[src/mvst_pkg.sv]
`timescale 1ns / 1ps
// ----------------------------------------------------------------------------
// mvst_pkg
// Shared types and constants for the marked value set table.
// ----------------------------------------------------------------------------
package mvst_pkg;

   localparam int VALUE_W  = 32;
   localparam int OPCODE_W = 3;
   localparam int POS_W    = 7;

   typedef enum logic [OPCODE_W-1:0] {
      OP_INSERT     = 3'd0,
      OP_TOUCH      = 3'd1,
      OP_FIND       = 3'd2,
      OP_DELETE     = 3'd3,
      OP_SWEEP      = 3'd4,
      OP_CLEAR_MARK = 3'd5,
      OP_CLEAR_ALL  = 3'd6
   } op_type;

   typedef enum logic [3:0] {
      CELL_HOLD,
      CELL_MATCH,
      CELL_INSERT,
      CELL_MARK,
      CELL_DELETE,
      CELL_SWEEP,
      CELL_CLEAR_MARK,
      CELL_CLEAR_ALL,
      CELL_COMPACT
   } cell_cmd_type;

   typedef enum logic [2:0] {
      ST_IDLE,
      ST_MATCH,
      ST_EXEC,
      ST_COMPACT,
      ST_RESP
   } state_type;

   typedef struct packed {
      logic               live;
      logic               mark;
      logic [VALUE_W-1:0] value;
   } cell_data_type;

   typedef struct packed {
      logic             hit;
      logic [POS_W-1:0] position;
      logic             pending;
      logic             full;
   } status_type;

endpackage

[src/mvst_ctrl.sv]
`timescale 1ns / 1ps
// ----------------------------------------------------------------------------
// mvst_ctrl
// Sequencer of the table: takes one transaction, drives the cell commands
// through compare, execute and compaction, and holds the result.
// ----------------------------------------------------------------------------
module mvst_ctrl (
   input  logic                          clock,
   input  logic                          reset,
   input  logic                          req_tvalid,
   output logic                          req_tready,
   input  logic [mvst_pkg::OPCODE_W-1:0] req_opcode,
   output logic                          rsp_tvalid,
   input  logic                          rsp_tready,
   output logic [mvst_pkg::POS_W-1:0]    rsp_position,
   output logic                          rsp_hit,
   output logic                          rsp_full,
   input  mvst_pkg::status_type          status,
   output mvst_pkg::cell_cmd_type        cmd
);
   import mvst_pkg::*;

   state_type        state_ff, state_in;
   op_type           op_ff, op_in;
   logic [POS_W-1:0] pos_ff, pos_in;
   logic             hit_ff, hit_in;
   logic             full_ff, full_in;

   always_comb begin
      state_in = state_ff;
      case (state_ff)
         ST_IDLE: begin
            if (req_tvalid) begin
               state_in = ST_MATCH;
            end
         end
         ST_MATCH: begin
            state_in = ST_EXEC;
         end
         ST_EXEC: begin
            if ((op_ff == OP_DELETE && status.hit) || op_ff == OP_SWEEP) begin
               state_in = ST_COMPACT;
            end else begin
               state_in = ST_RESP;
            end
         end
         ST_COMPACT: begin
            if (!status.pending) begin
               state_in = ST_RESP;
            end
         end
         ST_RESP: begin
            if (rsp_tready) begin
               state_in = ST_IDLE;
            end
         end
         default: begin
            state_in = ST_IDLE;
         end
      endcase
   end

   always_comb begin
      req_tready = (state_ff == ST_IDLE);
      rsp_tvalid = (state_ff == ST_RESP);
      op_in      = op_ff;
      pos_in     = pos_ff;
      hit_in     = hit_ff;
      full_in    = full_ff;
      cmd        = CELL_HOLD;
      case (state_ff)
         ST_IDLE: begin
            op_in = op_type'(req_opcode);
         end
         ST_MATCH: begin
            cmd = CELL_MATCH;
         end
         ST_EXEC: begin
            pos_in  = '0;
            hit_in  = 1'b0;
            full_in = 1'b0;
            case (op_ff)
               OP_INSERT: begin
                  if (status.hit) begin
                     cmd    = CELL_MARK;
                     pos_in = status.position;
                     hit_in = 1'b1;
                  end else if (status.full) begin
                     full_in = 1'b1;
                  end else begin
                     cmd = CELL_INSERT;
                  end
               end
               OP_TOUCH: begin
                  cmd    = CELL_MARK;
                  pos_in = status.hit ? status.position : '0;
                  hit_in = status.hit;
               end
               OP_FIND: begin
                  pos_in = status.hit ? status.position : '0;
                  hit_in = status.hit;
               end
               OP_DELETE: begin
                  cmd    = CELL_DELETE;
                  pos_in = status.hit ? status.position : '0;
                  hit_in = status.hit;
               end
               OP_SWEEP: begin
                  cmd = CELL_SWEEP;
               end
               OP_CLEAR_MARK: begin
                  cmd = CELL_CLEAR_MARK;
               end
               OP_CLEAR_ALL: begin
                  cmd = CELL_CLEAR_ALL;
               end
               default: begin
               end
            endcase
         end
         ST_COMPACT: begin
            cmd = status.pending ? CELL_COMPACT : CELL_HOLD;
         end
         default: begin
         end
      endcase
   end

   always_ff @(posedge clock) begin
      if (reset) begin
         state_ff <= ST_IDLE;
      end else begin
         state_ff <= state_in;
      end
   end

   always_ff @(posedge clock) begin
      op_ff   <= op_in;
      pos_ff  <= pos_in;
      hit_ff  <= hit_in;
      full_ff <= full_in;
   end

   assign rsp_position = pos_ff;
   assign rsp_hit      = hit_ff;
   assign rsp_full     = full_ff;

endmodule

[config.mk]
export PLATFORM = sky130hd
export DESIGN_NAME = mvst_ctrl
export DESIGN_NICKNAME = d
export VERILOG_FILES = /design/src/mvst_pkg.sv /design/src/mvst_ctrl.sv
export SDC_FILE = /design/constraint.sdc
export NUM_CORES = 1
export LEC_CHECK = 0
export ABC_AREA = 1
export BUFFER_PORTS_ARGS = -buffer_cell sky130_fd_sc_hd__buf_2
export CORE_ASPECT_RATIO = 0.7
export CORE_MARGIN = 5
export CORE_UTILIZATION = 30
export CTS_CLUSTER_SIZE = 25
export DETAILED_ROUTE_END_ITERATION = 10
export SLEW_MARGIN = 20
export SYNTH_ARGS = -nofsm -noshare
export SYNTH_HDL_FRONTEND = slang
export SYNTH_SLANG_ARGS = --single-unit
[constraint.sdc]
create_clock -name clock -period 2.3 [get_ports clock]
set_input_delay 0.345 -clock clock [delete_from_list [all_inputs] [get_ports clock]]
set_output_delay 0.345 -clock clock [all_outputs]
set_load 0.01 [all_outputs]
-- Yosys cells after proc, flatten, opt, wreduce, memory -nomap -nowiden
Index checks and enable logic that the tools add are counted.
- bits in registers: 15
- bits of input ports: 17
- equal/unequal tests: 13
- muxes and demuxes: 13
- bitwise operators: 1
- reductions and logical operators: 9
- operator list (operator ; count):
    3-bit one-hot mux with 6 select lines ; 1
    3-bit one-hot mux with 5 select lines ; 1
    3-bit by 2-bit == test with 1-bit output, second input constant ; 4
    3-bit == test, second input constant ; 4
    3-bit two-way mux ; 4
    4-bit one-hot mux with 3 select lines ; 1
    3-bit by 1-bit == test with 1-bit output, second input constant ; 2
    3-bit logical NOT ; 2
    2-bit two-way mux ; 2
    4-bit two-way mux ; 1
    2-bit != test, second input constant ; 2
    4-bit OR reduction ; 1
    3-bit AND reduction ; 1
    3-bit OR reduction ; 1
    1-bit two-way mux ; 2
    2-bit by 1-bit != test with 1-bit output, second input constant ; 1
    1-bit one-hot mux with 2 select lines ; 1
    2-bit AND reduction ; 1
    2-bit OR reduction ; 1
    1-bit logical AND ; 1
    1-bit logical OR ; 1
    1-bit inverter ; 1

-- Logic depth before layout (Yosys ltp)
- depth in word-level cells: 5
- depth in mapped cells: 8
- mapped depth without buffers: 8

-- Worst setup path after synthesis
Ideal clock, no wire load.
- path type: reg2out
- start: reg state_ff[2]
- end: out cmd[0]
- data arrival time: 1.193 ns
- required time: 1.955 ns
- path slack: 0.762 ns
- cell stages (with the launch flop): 6
- path through: dfxtp_1 > inv_2 > nand2_1 > nor2_2 > inv_1 > o21ai_0
- longest elaborated chain between the ends: 2
- elaborated cells between the ends (all ways): 4
- ends and longest elaborated chain (what ; RTL line ; text):
    start, declared ; mvst_ctrl.sv:23 ; state_type state_ff, state_in;
    start signal, assigned ; mvst_ctrl.sv:133 ; state_ff <= state_in;
    3-bit by 2-bit == test with 1-bit output / 3-bit by 1-bit == test with 1-bit output (equally long branches) ; mvst_ctrl.sv:71 ; case (state_ff)
    4-bit one-hot mux with 3 select lines * ; mvst_ctrl.sv:71 ;
    end, declared ; mvst_ctrl.sv:19 ; output mvst_pkg::cell_cmd_type cmd
Mark *: on every way between the ends. The rest lies on a longest branch, timed or not.

-- Final worst setup path
Same ends and word-level chain as after synthesis.

==> results by group <==
GRT
  – Antenna violations before repair: 0
  – Global route hottest layer: met2
  – Total Routing Usage GR: 8.88%
  – Number of global-route vias before repair: 584
  – GR Layer Usage met1: 10.3%
  – Wire length of the first global-routing pass: 2320 µm
  – Met2 GRT Util: 13.8%
  – Met3 usage: 6.36%
  – GRT Residual Overflow: 0
  – Largest net degree at the start of global routing: 13

Clock network
  – Total CTS buffers: 3
  – CTS tree: done
  – Worst-path clk slew: 0.08 ns
  – Post_cts resized: 0
  – Worst-skew pair later-pin latency: 0.28 ns
  – Setup Buffers After CTS: 0
  – CTS Hold Bufs: 0
  – Clock Sinks: 15
  – Number of H-tree levels: 1
  – Root Driver: clkbuf_4
  – Clk buf depth: 2

Timing
  – Pins Over Slew Limit: 0
  – Final Skew: 0.0100 ns
  – Setup violators final: 0
  – Slew HR: 82.6%
  – Min Tclk post-route: 1.75 ns
  – Hold Fails Final Rpt: 0
  – Fmax: 571 MHz
  – Setup TNS: 0 ns
  – Hold slack: 0.232 ns
  – Least-Margin Pin Slew: 0.259 ns
  – RSZ-0062 raised after global routing: false
  – Tcrit/Tclk final: 76.2%

Synth
  – Mapped Cells: 85
  – Syn nets: 102
  – Seq cells post-synth: 15
  – Cell variety after synth: 15
  – Mapped Area: 727 µm²
  – Number of synthesis warnings: 0
  – Synthesized area per cell: 8.55 µm²
  – Post-synthesis sequential area ratio: 57.8%

Placed design
  – Post-detail-place hpwl: 1230 µm
  – Routability cong.: 0.813
  – IO buf count: 31

Power and ir drop
  – Peak supply drop: 0.000660 V
  – PwrDens: 1050 nW/µm²
  – Leak Pwr: 0.000514 µW
  – Total power draw: 1000 µW

Final layout
  – Diode count: 0
  – Nets: 139
  – Multi-input logic area: 228 µm²
  – Area grow syn2layout: 31.7%
  – Filler Cell Count: 232
  – Reg area: 420 µm²
  – Share of cells above drive strength 1: 35.5%

Floorplanning
  – DIE HEIGHT: 51.2 µm
  – Core area: 2220 µm²
  – Initial Util: 32.7%
  – Die area: 3520 µm²
  – Row Count: 14
  – Die Wd: 68.8 µm
  – IO Pins: 32

Detailed routing
  – Final WL: 1500 µm
  – DR DRC count: 0
  – Final ANT Viol Nets: 0
  – Total number of vias: 637
  – Wirelength per Cell: 9.81 µm
  – Initial DRC count: 17
  – DRT Pass-1 Iters: 4
  – Vias/cell: 4.16

Job
  – Max cap viols: 0

Critical path
  – R2r worst-path depth: 8
  – RR Startpoint: state_ff[2]
  – Crit path launch type: flop
  – WS Path Type: reg2out
  – Crit path from: state_ff[2]
  – CP arrival: 1.41 ns
  – Element type at the critical path end: output pin
  – Required time of the critical path: 1.96 ns
  – CP Max Fanout: 12

Outcome
  – Status: finished, final reports clean

Hold path
  – HP Class: in2reg
  – WHS Path Cells: 2
  – Hold path start: reset
==> layer usage <==
metal / wire length (µm) / vias up
met3: 218 / 0
met1: 676 / 268
met4: 0 / 0
met2: 607 / 31
met5: 0 / -
li1: - / 338
==> cells by family (layout without fill, tap and decap cells) <==
| logic type | after synthesis | count (layout) | share of synthesized area, % |
|---|---|---|---|
| compound gates | 7 | 7 | 5.68 |
| simple gates | 42 | 42 | 25.6 |
| buf+inv | 21 | 57 | 10.8 |
| flops | 15 | 15 | 57.8 |
==> flip-flops by register name, indices dropped and copies added (netlist names) <==
name,flops
op_ff,3
rsp_position,7
rsp_hit,1
rsp_full,1
state_ff,3
==> per-stage QoR <==
stage	instances	area, µm²	utilization, %	setup slack (ns)
floorplan	85	727	-	0.762
global placement	149	930	41.8	0.865
detailed placement	149	930	41.8	0.844
CTS	153	957	43.0	0.531
global route	153	957	43.0	0.404
finish	153	957	43.0	0.548
==> layout by cell type (no fill, tap or decap), drive strengths merged, types with 2 or more instances in the layout <==
cell and count:
a21oi 2, buf 32, clkbuf 3, dfxtp 3, edfxtp 12, inv 21
nand2 16, nand3 5, nor2 18, o21ai 4
==> critical path: stages (launching register included) <==
cell	delay, ns
dfxtp_1	0.31
inv_2	0.12
nand2_1	0.08
nor2_2	0.07
buf_4	0.19
inv_1	0.07
o21ai_0	0.14
buf_2	0.15
==> worst paths after layout <==
check                                   end  slack (ns)
worst max-delay path                 cmd[0]        0.55
worst min-delay path            state_ff[0]        0.23
worst max register to register  state_ff[0]        1.13
worst min register to register  state_ff[2]        0.56
==> power by group <==
| part | internal [µW] | switching, µW | total (µW) | leakage, µW |
|---|---|---|---|---|
| Clock | 64.5 | 80.2 | 145 | 0.0000177 |
| Sequential | 390 | 57.3 | 447 | 0.000138 |
| Combinational | 150 | 263 | 413 | 0.000358 |
| Total | 604 | 400 | 1000 | 0.000514 |
==> synthesized netlist by cell type <==
| cell | instances | area, µm² |
|---|---|---|
| edfxtp_1 | 12 | 360 |
| inv_2 | 2 | 7.51 |
| o21ai_0 | 4 | 20.0 |
| a21oi_1 | 1 | 5.00 |
| dfxtp_1 | 3 | 60.1 |
| nor3_1 | 1 | 5.00 |
| nand3b_2 | 1 | 11.3 |
| nand4_2 | 1 | 12.5 |
| a21oi_2 | 1 | 8.76 |
| nand3_1 | 5 | 25.0 |
| inv_1 | 19 | 71.3 |
| nor2_1 | 16 | 60.1 |
| a22oi_1 | 1 | 7.51 |
| nand2_1 | 16 | 60.1 |
| nor2_2 | 2 | 12.5 |
==> final cells by class <==
cell class	count	share of cell area [%]
sequential	15	43.9
multi-input combinational	49	23.8
clock inverter	1	0.523
inverter	21	8.24
tap	32	4.18
timing repair buffer	32	17.0
clock buffer	3	2.35
(Power assumes the default switching activity.)
