`src/mvst_pkg.sv`:
```
`timescale 1ns / 1ps
// ----------------------------------------------------------------------------
// mvst_pkg
// Shared types and constants for the marked value set table.
// ----------------------------------------------------------------------------
package mvst_pkg;

   localparam int VALUE_W  = 32;
   localparam int OPCODE_W = 3;
   localparam int POS_W    = 7;

   typedef enum logic [OPCODE_W-1:0] {
      OP_INSERT     = 3'd0,
      OP_TOUCH      = 3'd1,
      OP_FIND       = 3'd2,
      OP_DELETE     = 3'd3,
      OP_SWEEP      = 3'd4,
      OP_CLEAR_MARK = 3'd5,
      OP_CLEAR_ALL  = 3'd6
   } op_type;

   typedef enum logic [3:0] {
      CELL_HOLD,
      CELL_MATCH,
      CELL_INSERT,
      CELL_MARK,
      CELL_DELETE,
      CELL_SWEEP,
      CELL_CLEAR_MARK,
      CELL_CLEAR_ALL,
      CELL_COMPACT
   } cell_cmd_type;

   typedef enum logic [2:0] {
      ST_IDLE,
      ST_MATCH,
      ST_EXEC,
      ST_COMPACT,
      ST_RESP
   } state_type;

   typedef struct packed {
      logic               live;
      logic               mark;
      logic [VALUE_W-1:0] value;
   } cell_data_type;

   typedef struct packed {
      logic             hit;
      logic [POS_W-1:0] position;
      logic             pending;
      logic             full;
   } status_type;

endpackage

```
`src/mvst_cell.sv`:
```
`timescale 1ns / 1ps
// ----------------------------------------------------------------------------
// mvst_cell
// One entry of the table: value, mark, live flag and a registered match bit.
// Exchanges its contents with its neighbors on insert and compaction.
// ----------------------------------------------------------------------------
module mvst_cell (
   input  logic                         clock,
   input  logic                         reset,
   input  mvst_pkg::cell_cmd_type       cmd,
   input  logic [mvst_pkg::VALUE_W-1:0] key,
   input  mvst_pkg::cell_data_type      left_data,
   input  mvst_pkg::cell_data_type      right_data,
   output mvst_pkg::cell_data_type      cell_data,
   output logic                         match
);
   import mvst_pkg::*;

   logic               live_ff, live_in;
   logic               mark_ff, mark_in;
   logic               match_ff, match_in;
   logic [VALUE_W-1:0] value_ff, value_in;

   always_comb begin
      live_in  = live_ff;
      mark_in  = mark_ff;
      value_in = value_ff;
      match_in = match_ff;
      case (cmd)
         CELL_MATCH: begin
            match_in = live_ff && (value_ff == key);
         end
         CELL_INSERT: begin
            live_in  = left_data.live;
            mark_in  = left_data.mark;
            value_in = left_data.value;
         end
         CELL_MARK: begin
            if (match_ff) begin
               mark_in = 1'b1;
            end
         end
         CELL_DELETE: begin
            if (match_ff) begin
               live_in = 1'b0;
               mark_in = 1'b0;
            end
         end
         CELL_SWEEP: begin
            if (!mark_ff) begin
               live_in = 1'b0;
            end
         end
         CELL_CLEAR_MARK: begin
            mark_in = 1'b0;
         end
         CELL_CLEAR_ALL: begin
            live_in = 1'b0;
            mark_in = 1'b0;
         end
         CELL_COMPACT: begin
            // A hole swaps with the live entry on its right, so every gap
            // drifts one cell toward the tail per cycle.
            if (!live_ff && right_data.live) begin
               live_in  = 1'b1;
               mark_in  = right_data.mark;
               value_in = right_data.value;
            end else if (live_ff && !left_data.live) begin
               live_in = 1'b0;
               mark_in = 1'b0;
            end
         end
         default: begin
         end
      endcase
   end

   always_ff @(posedge clock) begin
      if (reset) begin
         live_ff  <= 1'b0;
         mark_ff  <= 1'b0;
         match_ff <= 1'b0;
      end else begin
         live_ff  <= live_in;
         mark_ff  <= mark_in;
         match_ff <= match_in;
      end
   end

   always_ff @(posedge clock) begin
      value_ff <= value_in;
   end

   assign cell_data.live  = live_ff;
   assign cell_data.mark  = mark_ff;
   assign cell_data.value = value_ff;
   assign match           = match_ff;

endmodule

```
`config.mk`:
```
export PLATFORM = sky130hd
export DESIGN_NAME = mvst_cell
export DESIGN_NICKNAME = d
export VERILOG_FILES = /design/src/mvst_pkg.sv /design/src/mvst_cell.sv
export SDC_FILE = /design/constraint.sdc
export NUM_CORES = 1
export LEC_CHECK = 0
export BUFFER_PORTS_ARGS = -buffer_cell sky130_fd_sc_hd__buf_2
export CORE_MARGIN = 10
export CORE_UTILIZATION = 38
export DETAILED_ROUTE_END_ITERATION = 7
export PLACE_DENSITY = 0.83
export SETUP_SLACK_MARGIN = 0.2
export SLEW_MARGIN = 5
export SYNTH_ARGS = -nofsm -noshare
export SYNTH_HDL_FRONTEND = slang
export SYNTH_SLANG_ARGS = --single-unit
```
`constraint.sdc`:
```
create_clock -name clock -period 3.3 [get_ports clock]
set_input_delay 0.33 -clock clock [delete_from_list [all_inputs] [get_ports clock]]
set_output_delay 0.33 -clock clock [all_outputs]
set_load 0.005 [all_outputs]
```
After elaboration in Yosys (flattened, before gate mapping)
Index checks and enable logic that the tools add are counted.
{"block": "word_totals", "reg_bits": 35, "inputBits": 106, "out_inout_bits": 35, "elab_cells": 40}
{"block": "op_classes", "n_eq_ne": 14, "muxes": 10, "n_reduce_logical": 12}
{"op": "case mux 32 bit (2 select lines)", "count": 1}
{"op": "equality test 32 bit", "count": 1}
{"op": "2-to-1 mux 32 bit", "count": 1}
{"op": "equality test 4 x 3 -> 1 bit, second input constant", "count": 4}
{"op": "case mux 1 bit (5 select lines)", "count": 2}
{"op": "nonzero test 5 bit", "count": 2}
{"op": "equality test 4 x 2 -> 1 bit, second input constant", "count": 2}
{"op": "!= test 2 bit, second input constant", "count": 4}
{"op": "AND reduction 4 bit", "count": 2}
{"op": "2-to-1 mux 1 bit", "count": 6}
{"op": "equality test 4 x 1 -> 1 bit, second input constant", "count": 1}
{"op": "equality test 4 bit, second input constant", "count": 1}
{"op": "logical AND 1 bit", "count": 3}
{"op": "!= test 3 bit, second input constant", "count": 1}
{"op": "zero test 1 bit", "count": 2}
{"op": "AND reduction 2 bit", "count": 1}
{"op": "nonzero test 2 bit", "count": 1}
{"op": "OR reduction 2 bit", "count": 1}

Depth between registers and ports, before layout
Gate-level depths: netlist (run 1).
{"block": "depth", "ltp_word": 5, "mapped_depth": 6, "mapped_depth_nobuf": 5}

Worst setup path before layout (run 1)
OpenSTA, ideal clock, no wires.
{"block": "synth_timing", "path_type": "input to register", "start": "input port cmd[1]", "end": "register value_ff[0] (enable)", "setup_time_ps": 470, "arrival_time_ps": 3039, "required_ps": 2830, "path_slack_ps": -209, "stages": 4, "path_buffers": 1, "path_cell_list": "buf_4 -> nor2b_1 -> nand2_1 -> a211oi_1"}
{"block": "synth_between", "elab_chain_cells": 3, "elab_cells_between_ends": 5, "classes_between": "eq/ne: 3; reduce/logical: 2"}
{"item": "start, declared", "line_no": "mvst_cell.sv:10", "rtl": "input mvst_pkg::cell_cmd_type cmd,"}
{"item": "equality test 4 bit / equality test 4 x 2 -> 1 bit (equally long branches)", "line_no": "mvst_cell.sv:29", "rtl": "case (cmd)"}
{"item": "!= test 2 bit (no line) / nonzero test 2 bit (equally long branches)"}
{"item": "AND reduction 2 bit (no line) (*)"}
{"item": "end signal, assigned", "line_no": "mvst_cell.sv:91", "rtl": "value_ff <= value_in;"}
{"item": "end, declared", "line_no": "mvst_cell.sv:22", "rtl": "logic [VALUE_W-1:0] value_ff, value_in;"}
Mark *: on every way between the ends. The rest lies on a longest branch, timed or not.
A chain may end at the register's enable or synchronous reset.

Worst setup path after layout (run 1)
{"block": "layout_timing", "start": "register live_ff", "end": "register value_ff[30] (enable)"}
{"block": "layout_between", "elab_chain_cells": 4}
{"item": "start, declared", "line_no": "mvst_cell.sv:19", "rtl": "logic live_ff, live_in;"}
{"item": "start signal, assigned", "line_no": "mvst_cell.sv:84", "rtl": "live_ff <= live_in;"}
{"item": "zero test 1 bit", "line_no": "mvst_cell.sv:64", "rtl": "if (!live_ff && right_data.live) begin"}
{"item": "logical AND 1 bit", "line_no": "mvst_cell.sv:64"}
{"item": "!= test 2 bit (no line)"}
{"item": "AND reduction 2 bit (no line)"}
Every way passes these cells.

==> flow_summary_export.csv, run 1 <==
group,metric,value,unit
sta,clock_skew,0.00288,ns
worst_setup_path,critPathMaxFanout,32,
synthesis,synth_cell_type_count,29,
clocking,cts_buffers,5,
detailed_routing,route.detailed.drc,0,
grt,grt_pass1_wl,9.49,mm
sta,worst_pin_slew,0.446,ns
cells_and_area,diodes,0,
sta,finalSetupViolCount,0,
clocking,root_buffer,"clkbuf_8",
cells_and_area,fin_nets,402,
synthesis,synth_xor_area_frac,0.136,
clocking,ctsHoldBuffers,0,
sta,setup_tns,0,ns
synthesis,synth-seq-area-share,0.496,
grt,gr-total-overflow,0,
placed_design,dpl_cell_area,2800,µm²
synthesis,synthCells,155,
cells_and_area,final_area,2880,µm²
grt,antenna_found_initial,0,
placed_design,numPortBuffers,140,
detailed_routing,vias,1749,
clocking,cts-resized-gates,0,
synthesis,synth_top_family_by_area,"multiplexers",
hold_path,worstHoldPathType,"primary input to flop",
worst_setup_path,r2r_slack,1.58,ns
worst_setup_path,path_cells,"and2b_1, nand2_1, a211oi_4, buf_4",
sta,fin_crit_sh,0.520,
synthesis,syn_avg_cell_area,13.3,µm²
floorplan,dieArea,8760,µm²
pwr,p_leak,1.24,nW
worst_setup_path,cp.arrival,1.65,ns
grt,grt_pass1_vias,1997,
synthesis,syn_area,2060,µm²
synthesis,synthFlopType,"edfxtp_1",
synthesis,synthSimpleGateAreaFrac,0.0821,
cells_and_area,drive_above_1_share,0.622,
detailed_routing,ant_nets,0,
clocking,cts_max_level,2,
placed_design,dpl.hpwl,5.25,mm
worst_setup_path,required,3.23,ns
floorplan,initial_core_util,0.398,
synthesis,ys_ff_latch,35,
pwr,irDropWorstVdd,0.280,mV
grt,grt_use_total,0.137,
worst_setup_path,end_kind,"flop",
sta,rsz0062_at_grt,"no",
placed_design,gp_congestion,0.776,
clocking,cts_tree,"yes",
floorplan,num_io_pins,141,
floorplan,fp.dieH,93.6,µm
floorplan,coreArea,5170,µm²
floorplan,die_width,93.6,µm
cells_and_area,syn2layout_area_growth,39.9,%
clocking,post-cts-setup-buffers,0,
clocking,insertion_delay,0.27,ns
sta,hold_slack,0.260,ns
detailed_routing,wl_per_cell,17.1,µm
grt,grt_max_degree,36,
detailed_routing,wl,6.25,mm
synthesis,synth_fa_ha_area_frac,0,
clocking,cts_max_path_buffers,2,
worst_setup_path,critPathSlowestCell,"buf_4",
synthesis,synth_compound_gate_area_share,0.0578,
detailed_routing,dr.pass1.iters,4,
sta,layout_min_cycle_time,1.72,ns
pwr,power.density,332,nW/µm²
clocking,cts_num_sinks,35,
sta,finalHoldViolations,0,
synthesis,yosysWarnings,0,
clocking,path_clk_slew,0.06,ns
sta,slew_violations,0,
floorplan,rows,26,
sta,max_freq,0.583,GHz
synthesis,synth_edf_count,32,
job,maxCapViolations,0,
synthesis,async_reset_ff_frac,0,
synthesis,muxShareOfSynthArea,0.185,
worst_setup_path,slowest_delay,0.41,ns
worst_setup_path,path_class,"flop to flop",
pwr,p_total,0.957,mW
sta,slew_headroom,0.703,
worst_setup_path,cp-start-kind,"flop",
detailed_routing,post_drt_via_cell_ratio,4.78,
detailed_routing,drtIter0Drc,57,
run_status,status,"completed",
synthesis,synth_nets,261,
-- power by group --
group          total [mW]  switching [mW]  internal (mW)
combinational       0.167          0.0694         0.0973
clock               0.283           0.142          0.140
sequential          0.507         0.00751          0.500
-- synthesized netlist by cell type, drive strengths merged, types with 2 or more instances --
| library cell | count | area [µm²] |
|---|---|---|
| nor2 | 2 | 7.51 |
| nor4 | 7 | 43.8 |
| nand2b | 2 | 12.5 |
| mux2i | 2 | 20.0 |
| buf | 8 | 72.6 |
| nor2b | 3 | 18.8 |
| o21ai | 5 | 28.8 |
| a21oi | 2 | 10.0 |
| edfxtp | 32 | 961 |
| o211ai | 4 | 30.0 |
| xor2 | 23 | 201 |
| dfxtp | 3 | 60.1 |
| nand2 | 2 | 7.51 |
| nand4 | 4 | 25.0 |
| nand3 | 3 | 15.0 |
| xnor2 | 9 | 78.8 |
| mux2 | 32 | 360 |
| inv | 4 | 15.0 |
-- worst max-delay path: cells and delay by family (launching register included) --
kind / cells / cell delay (ns)
AO/OA/AOI/OAI: 1 / 0.20
AND/OR/NAND/NOR: 2 / 0.42
buffers and inverters: 1 / 0.41
flip-flops: 1 / 0.33
-- cells in the final DEF (no fill, tap or decap), types with 3 or more instances in the layout --
cell / instances
nand4_1: 4
o21ai_0: 4
buf_2: 140
mux2_2: 32
nor2b_1: 3
inv_1: 4
nand3_1: 3
o211ai_1: 4
clkbuf_8: 5
nor4_1: 7
edfxtp_1: 32
dfxtp_1: 3
xnor2_1: 9
xor2_1: 23
-- registers in the layout, summed over array words and instances, names as in the netlist --
signal    cells
mark_ff       1
match         1
live_ff       1
value_ff     32
-- layout make-up --
| cell class | count | area (µm²) |
|---|---|---|
| Inverter | 4 | 15.0 |
| Timing Repair Buffer | 142 | 716 |
| Clock buffer | 5 | 68.8 |
| Fill cell | 451 | 2290 |
| Clock inverter | 2 | 8.76 |
| Multi-Input combinational cell | 108 | 961 |
| Tap cell | 70 | 87.6 |
| Sequential cell | 35 | 1020 |
-- per-layer routing --
metal / GRT usage / vias to the layer above / routed length (µm)
li1: - / 857 / -
met1: 0.126 / 802 / 2150
met2: 0.244 / 80 / 3240
met3: 0.0799 / 10 / 774
met4: 0.0532 / 0 / 89
met5: 0 / - / 0
-- stage by stage --
stage	setup slack, ns	std cells	util
final	1.58	366	0.556
after global placement	1.43	359	0.541
after global routing	1.45	366	0.556
after detailed placement	1.39	359	0.541
after CTS	1.57	366	0.556
after floorplan	0.825	155	-
-- kinds of logic after synthesis --
family / after synthesis
AOI/OAI and AO/OA: 16
xor gates and xnor gates: 32
buffers and inverters: 12
DFF: 35
muxes: 34
and+or+nand+nor: 26
-- worst paths after layout --
path,startpoint,end,cells past startpoint
hold / removal,reset,mark_ff,2
hold reg to reg,live_ff,live_ff,2
setup / recovery,live_ff,value_ff[30],4
setup reg to reg,live_ff,value_ff[30],4
Note: power is estimated with default switching activity, not from simulation.
==> inputs of run 2 (changes only) <==
ABC_AREA = 1   (was unset)
CORE_UTILIZATION = 39   (was 38)
clock period = 1.41 ns   (was 3.3 ns; I/O delays follow)
==> run 2 against run 1 <==
Compared with the run above: power increased by 150%; sequential power is 140% higher; first-iteration DRC count is 33% higher; area after synthesis rose by 8.5%; routed wire length is 20% higher; critical path type unchanged.
==> flow_summary_export.csv, run 2 <==
group,metric,value,unit
sta,finalHoldViolations,0,
synthesis,synth_top_area_frac,0.430,
cells_and_area,fill_cells,512,
cells_and_area,layout_common_cells,"nand2_1 (153), buf_2 (140), inv_1 (41), edfxtp_1 (32), nor2_1 (16)",
clocking,cts_max_path_buffers,2,
worst_setup_path,critPathSlowestCell,"dfxtp_2",
detailed_routing,wl_per_cell,13.9,µm
worst_setup_path,critPathMaxFanout,8,
clocking,cts_buffers,5,
job,maxCapViolations,0,
worst_setup_path,end_kind,"flop",
detailed_routing,route.detailed.drc,0,
clocking,insertion_delay,0.28,ns
detailed_routing,ant_nets,0,
worst_setup_path,slowest_delay,0.32,ns
grt,gr-total-overflow,0,
floorplan,dieArea,9150,µm²
sta,fin_crit_sh,0.942,
cells_and_area,multiInputGateArea,1140,µm²
grt,grt_use_total,0.157,
worst_setup_path,path_cells,"inv_2, nand2_4, nor2_4, clkinvlp_4, buf_12, nand2_8",
cells_and_area,final_area,3330,µm²
clocking,cts_num_sinks,35,
worst_setup_path,critPathBufInv,3,
grt,grt_pass1_wl,11.4,mm
synthesis,async_reset_ff_frac,0,
synthesis,synth_most_common_cell,"nand2_1",
cells_and_area,fin_cells,541,
placed_design,numPortBuffers,140,
synthesis,synth_top_cell_by_area,"edfxtp_1",
placed_design,dpl.hpwl,5.91,mm
cells_and_area,mostFrequentLayoutCell,"nand2_1",
sta,setup_tns,0,ns
worst_setup_path,required,1.40,ns
floorplan,die_width,95.7,µm
floorplan,coreArea,5540,µm²
placed_design,dpl_cell_area,3010,µm²
worst_setup_path,cp-start-kind,"flop",
floorplan,initial_core_util,0.403,
pwr,p_leak,1.81,nW
synthesis,ys_ff_latch,35,
cells_and_area,largest_register,"value_ff",
sta,max_freq,0.753,GHz
sta,finalSetupViolCount,0,
sta,clock_skew,0.00321,ns
pwr,power.density,707,nW/µm²
synthesis,synthCells,315,
worst_setup_path,cpLargestDelayFamily,"buffers and inverters",
floorplan,num_io_pins,141,
sta,slew_violations,0,
clocking,cts_max_level,2,
grt,grt_max_degree,34,
floorplan,fp.dieH,95.7,µm
cells_and_area,diodes,0,
synthesis,synth_nets,421,
sta,slew_headroom,0.776,
detailed_routing,drtIter0Drc,76,
clocking,ctsHoldBuffers,0,
grt,antenna_found_initial,0,
worst_setup_path,cp.arrival,1.32,ns
detailed_routing,wl,7.50,mm
synthesis,synth_edf_count,32,
synthesis,syn_avg_cell_area,7.09,µm²
cells_and_area,largest_reg_flops,32,
cells_and_area,fin_nets,574,
synthesis,yosysWarnings,0,
synthesis,synth_cell_type_count,23,
detailed_routing,dr.pass1.iters,4,
detailed_routing,post_drt_via_cell_ratio,4.55,
hold_path,worstHoldPathType,"primary input to flop",
placed_design,gp_congestion,0.874,
worst_setup_path,path_class,"flop to flop",
detailed_routing,vias,2463,
cells_and_area,drive_above_1_share,0.401,
sta,worst_pin_slew,0.335,ns
synthesis,synth-seq-area-share,0.457,
synthesis,syn_area,2230,µm²
synthesis,synth.area.top_cells,"edfxtp_1 (43%), nand2_1 (27%), inv_1 (7.2%)",
cells_and_area,syn2layout_area_growth,49.1,%
sta,rsz0062_at_grt,"yes",
pwr,irDropWorstVdd,0.463,mV
placed_design,place_inst,522,
synthesis,synthFlopType,"edfxtp_1",
clocking,path_clk_slew,0.07,ns
sta,layout_min_cycle_time,1.33,ns
floorplan,rows,27,
synthesis,synth_commonest_cells,"nand2_1 (158), inv_1 (43), edfxtp_1 (32), nor2_1 (19), nand3_1 (11)",
cells_and_area,seq_area,1020,µm²
clocking,root_buffer,"clkbuf_8",
run_status,status,"completed",
clocking,cts_tree,"yes",
grt,grt_pass1_vias,2630,
## run 2: cell count changes in the layout (fill, tap and decap cells not counted), moves of 7 or more
cell,before,now
mux2_2,32,0
xor2_1,23,2
nor4_1,7,0
nand2_1,2,153
inv_1,4,41
nor2_1,2,16
## run 2: what timing repair did
item,CTS,global route
setup buffers,6,2
gates cloned,3,0
hold endpoints to repair,0,0
resized for setup,13,17
pin swaps,3,17
setup endpoints to repair,34,35
## run 2: worst paths after layout
kind           start          end  slack [ns]  depth (start not counted)
max          live_ff  value_ff[0]        0.08                          6
min            reset      mark_ff        0.08                          2
max reg2reg  live_ff  value_ff[0]        0.08                          6
min reg2reg  mark_ff      mark_ff        0.50                          2
## run 2: worst reg2reg max path, delay by kind of cell, from the launching register on
family	cells	cell delay [ns]
buf+inv	3	0.41
flops	1	0.32
simple gates	3	0.31
## run 2: cells by family after synthesis
family / synth area share
buffers and inverters: 0.103
DFF: 0.457
and+or+nand+nor: 0.360
xor gates and xnor gates: 0.0432
AOI/OAI and AO/OA: 0.0364
## run 2: stage by stage
stage	total power [mW]	hold WS, ns	utilization	worst slack [ns]
6_report	2.35	0.0760	0.601	0.0814
5_1_grt	2.49	0.0691	0.601	0.0168
4_1_cts	2.36	0.0439	0.584	0.137
3_5_place_dp	1.65	0.347	0.544	0.0675
3_3_place_gp	1.63	0.350	0.544	0.135
2_1_floorplan	1.42	0.203	-	0.235
## run 2: layout make-up
| cell class | count | share of cell area |
|---|---|---|
| Tap cell | 72 | 0.0271 |
| Sequential cell | 35 | 0.307 |
| Clock buffer | 7 | 0.0229 |
| Timing Repair Buffer | 152 | 0.246 |
| Inverter | 46 | 0.0530 |
| Clock inverter | 1 | 0.00150 |
| Multi-Input combinational cell | 228 | 0.342 |
## run 2: report_power, final
part           switching [mW]  internal [mW]  leakage [nW]
logic                   0.240          0.238          1.45
registers              0.0199           1.18         0.317
clock network           0.335          0.346        0.0422
## run 2: per-layer routing
layer,track usage,share of wire
met4,0.0713,0.028
met5,0,0
met1,0.158,0.37
met2,0.280,0.50
met3,0.0581,0.11
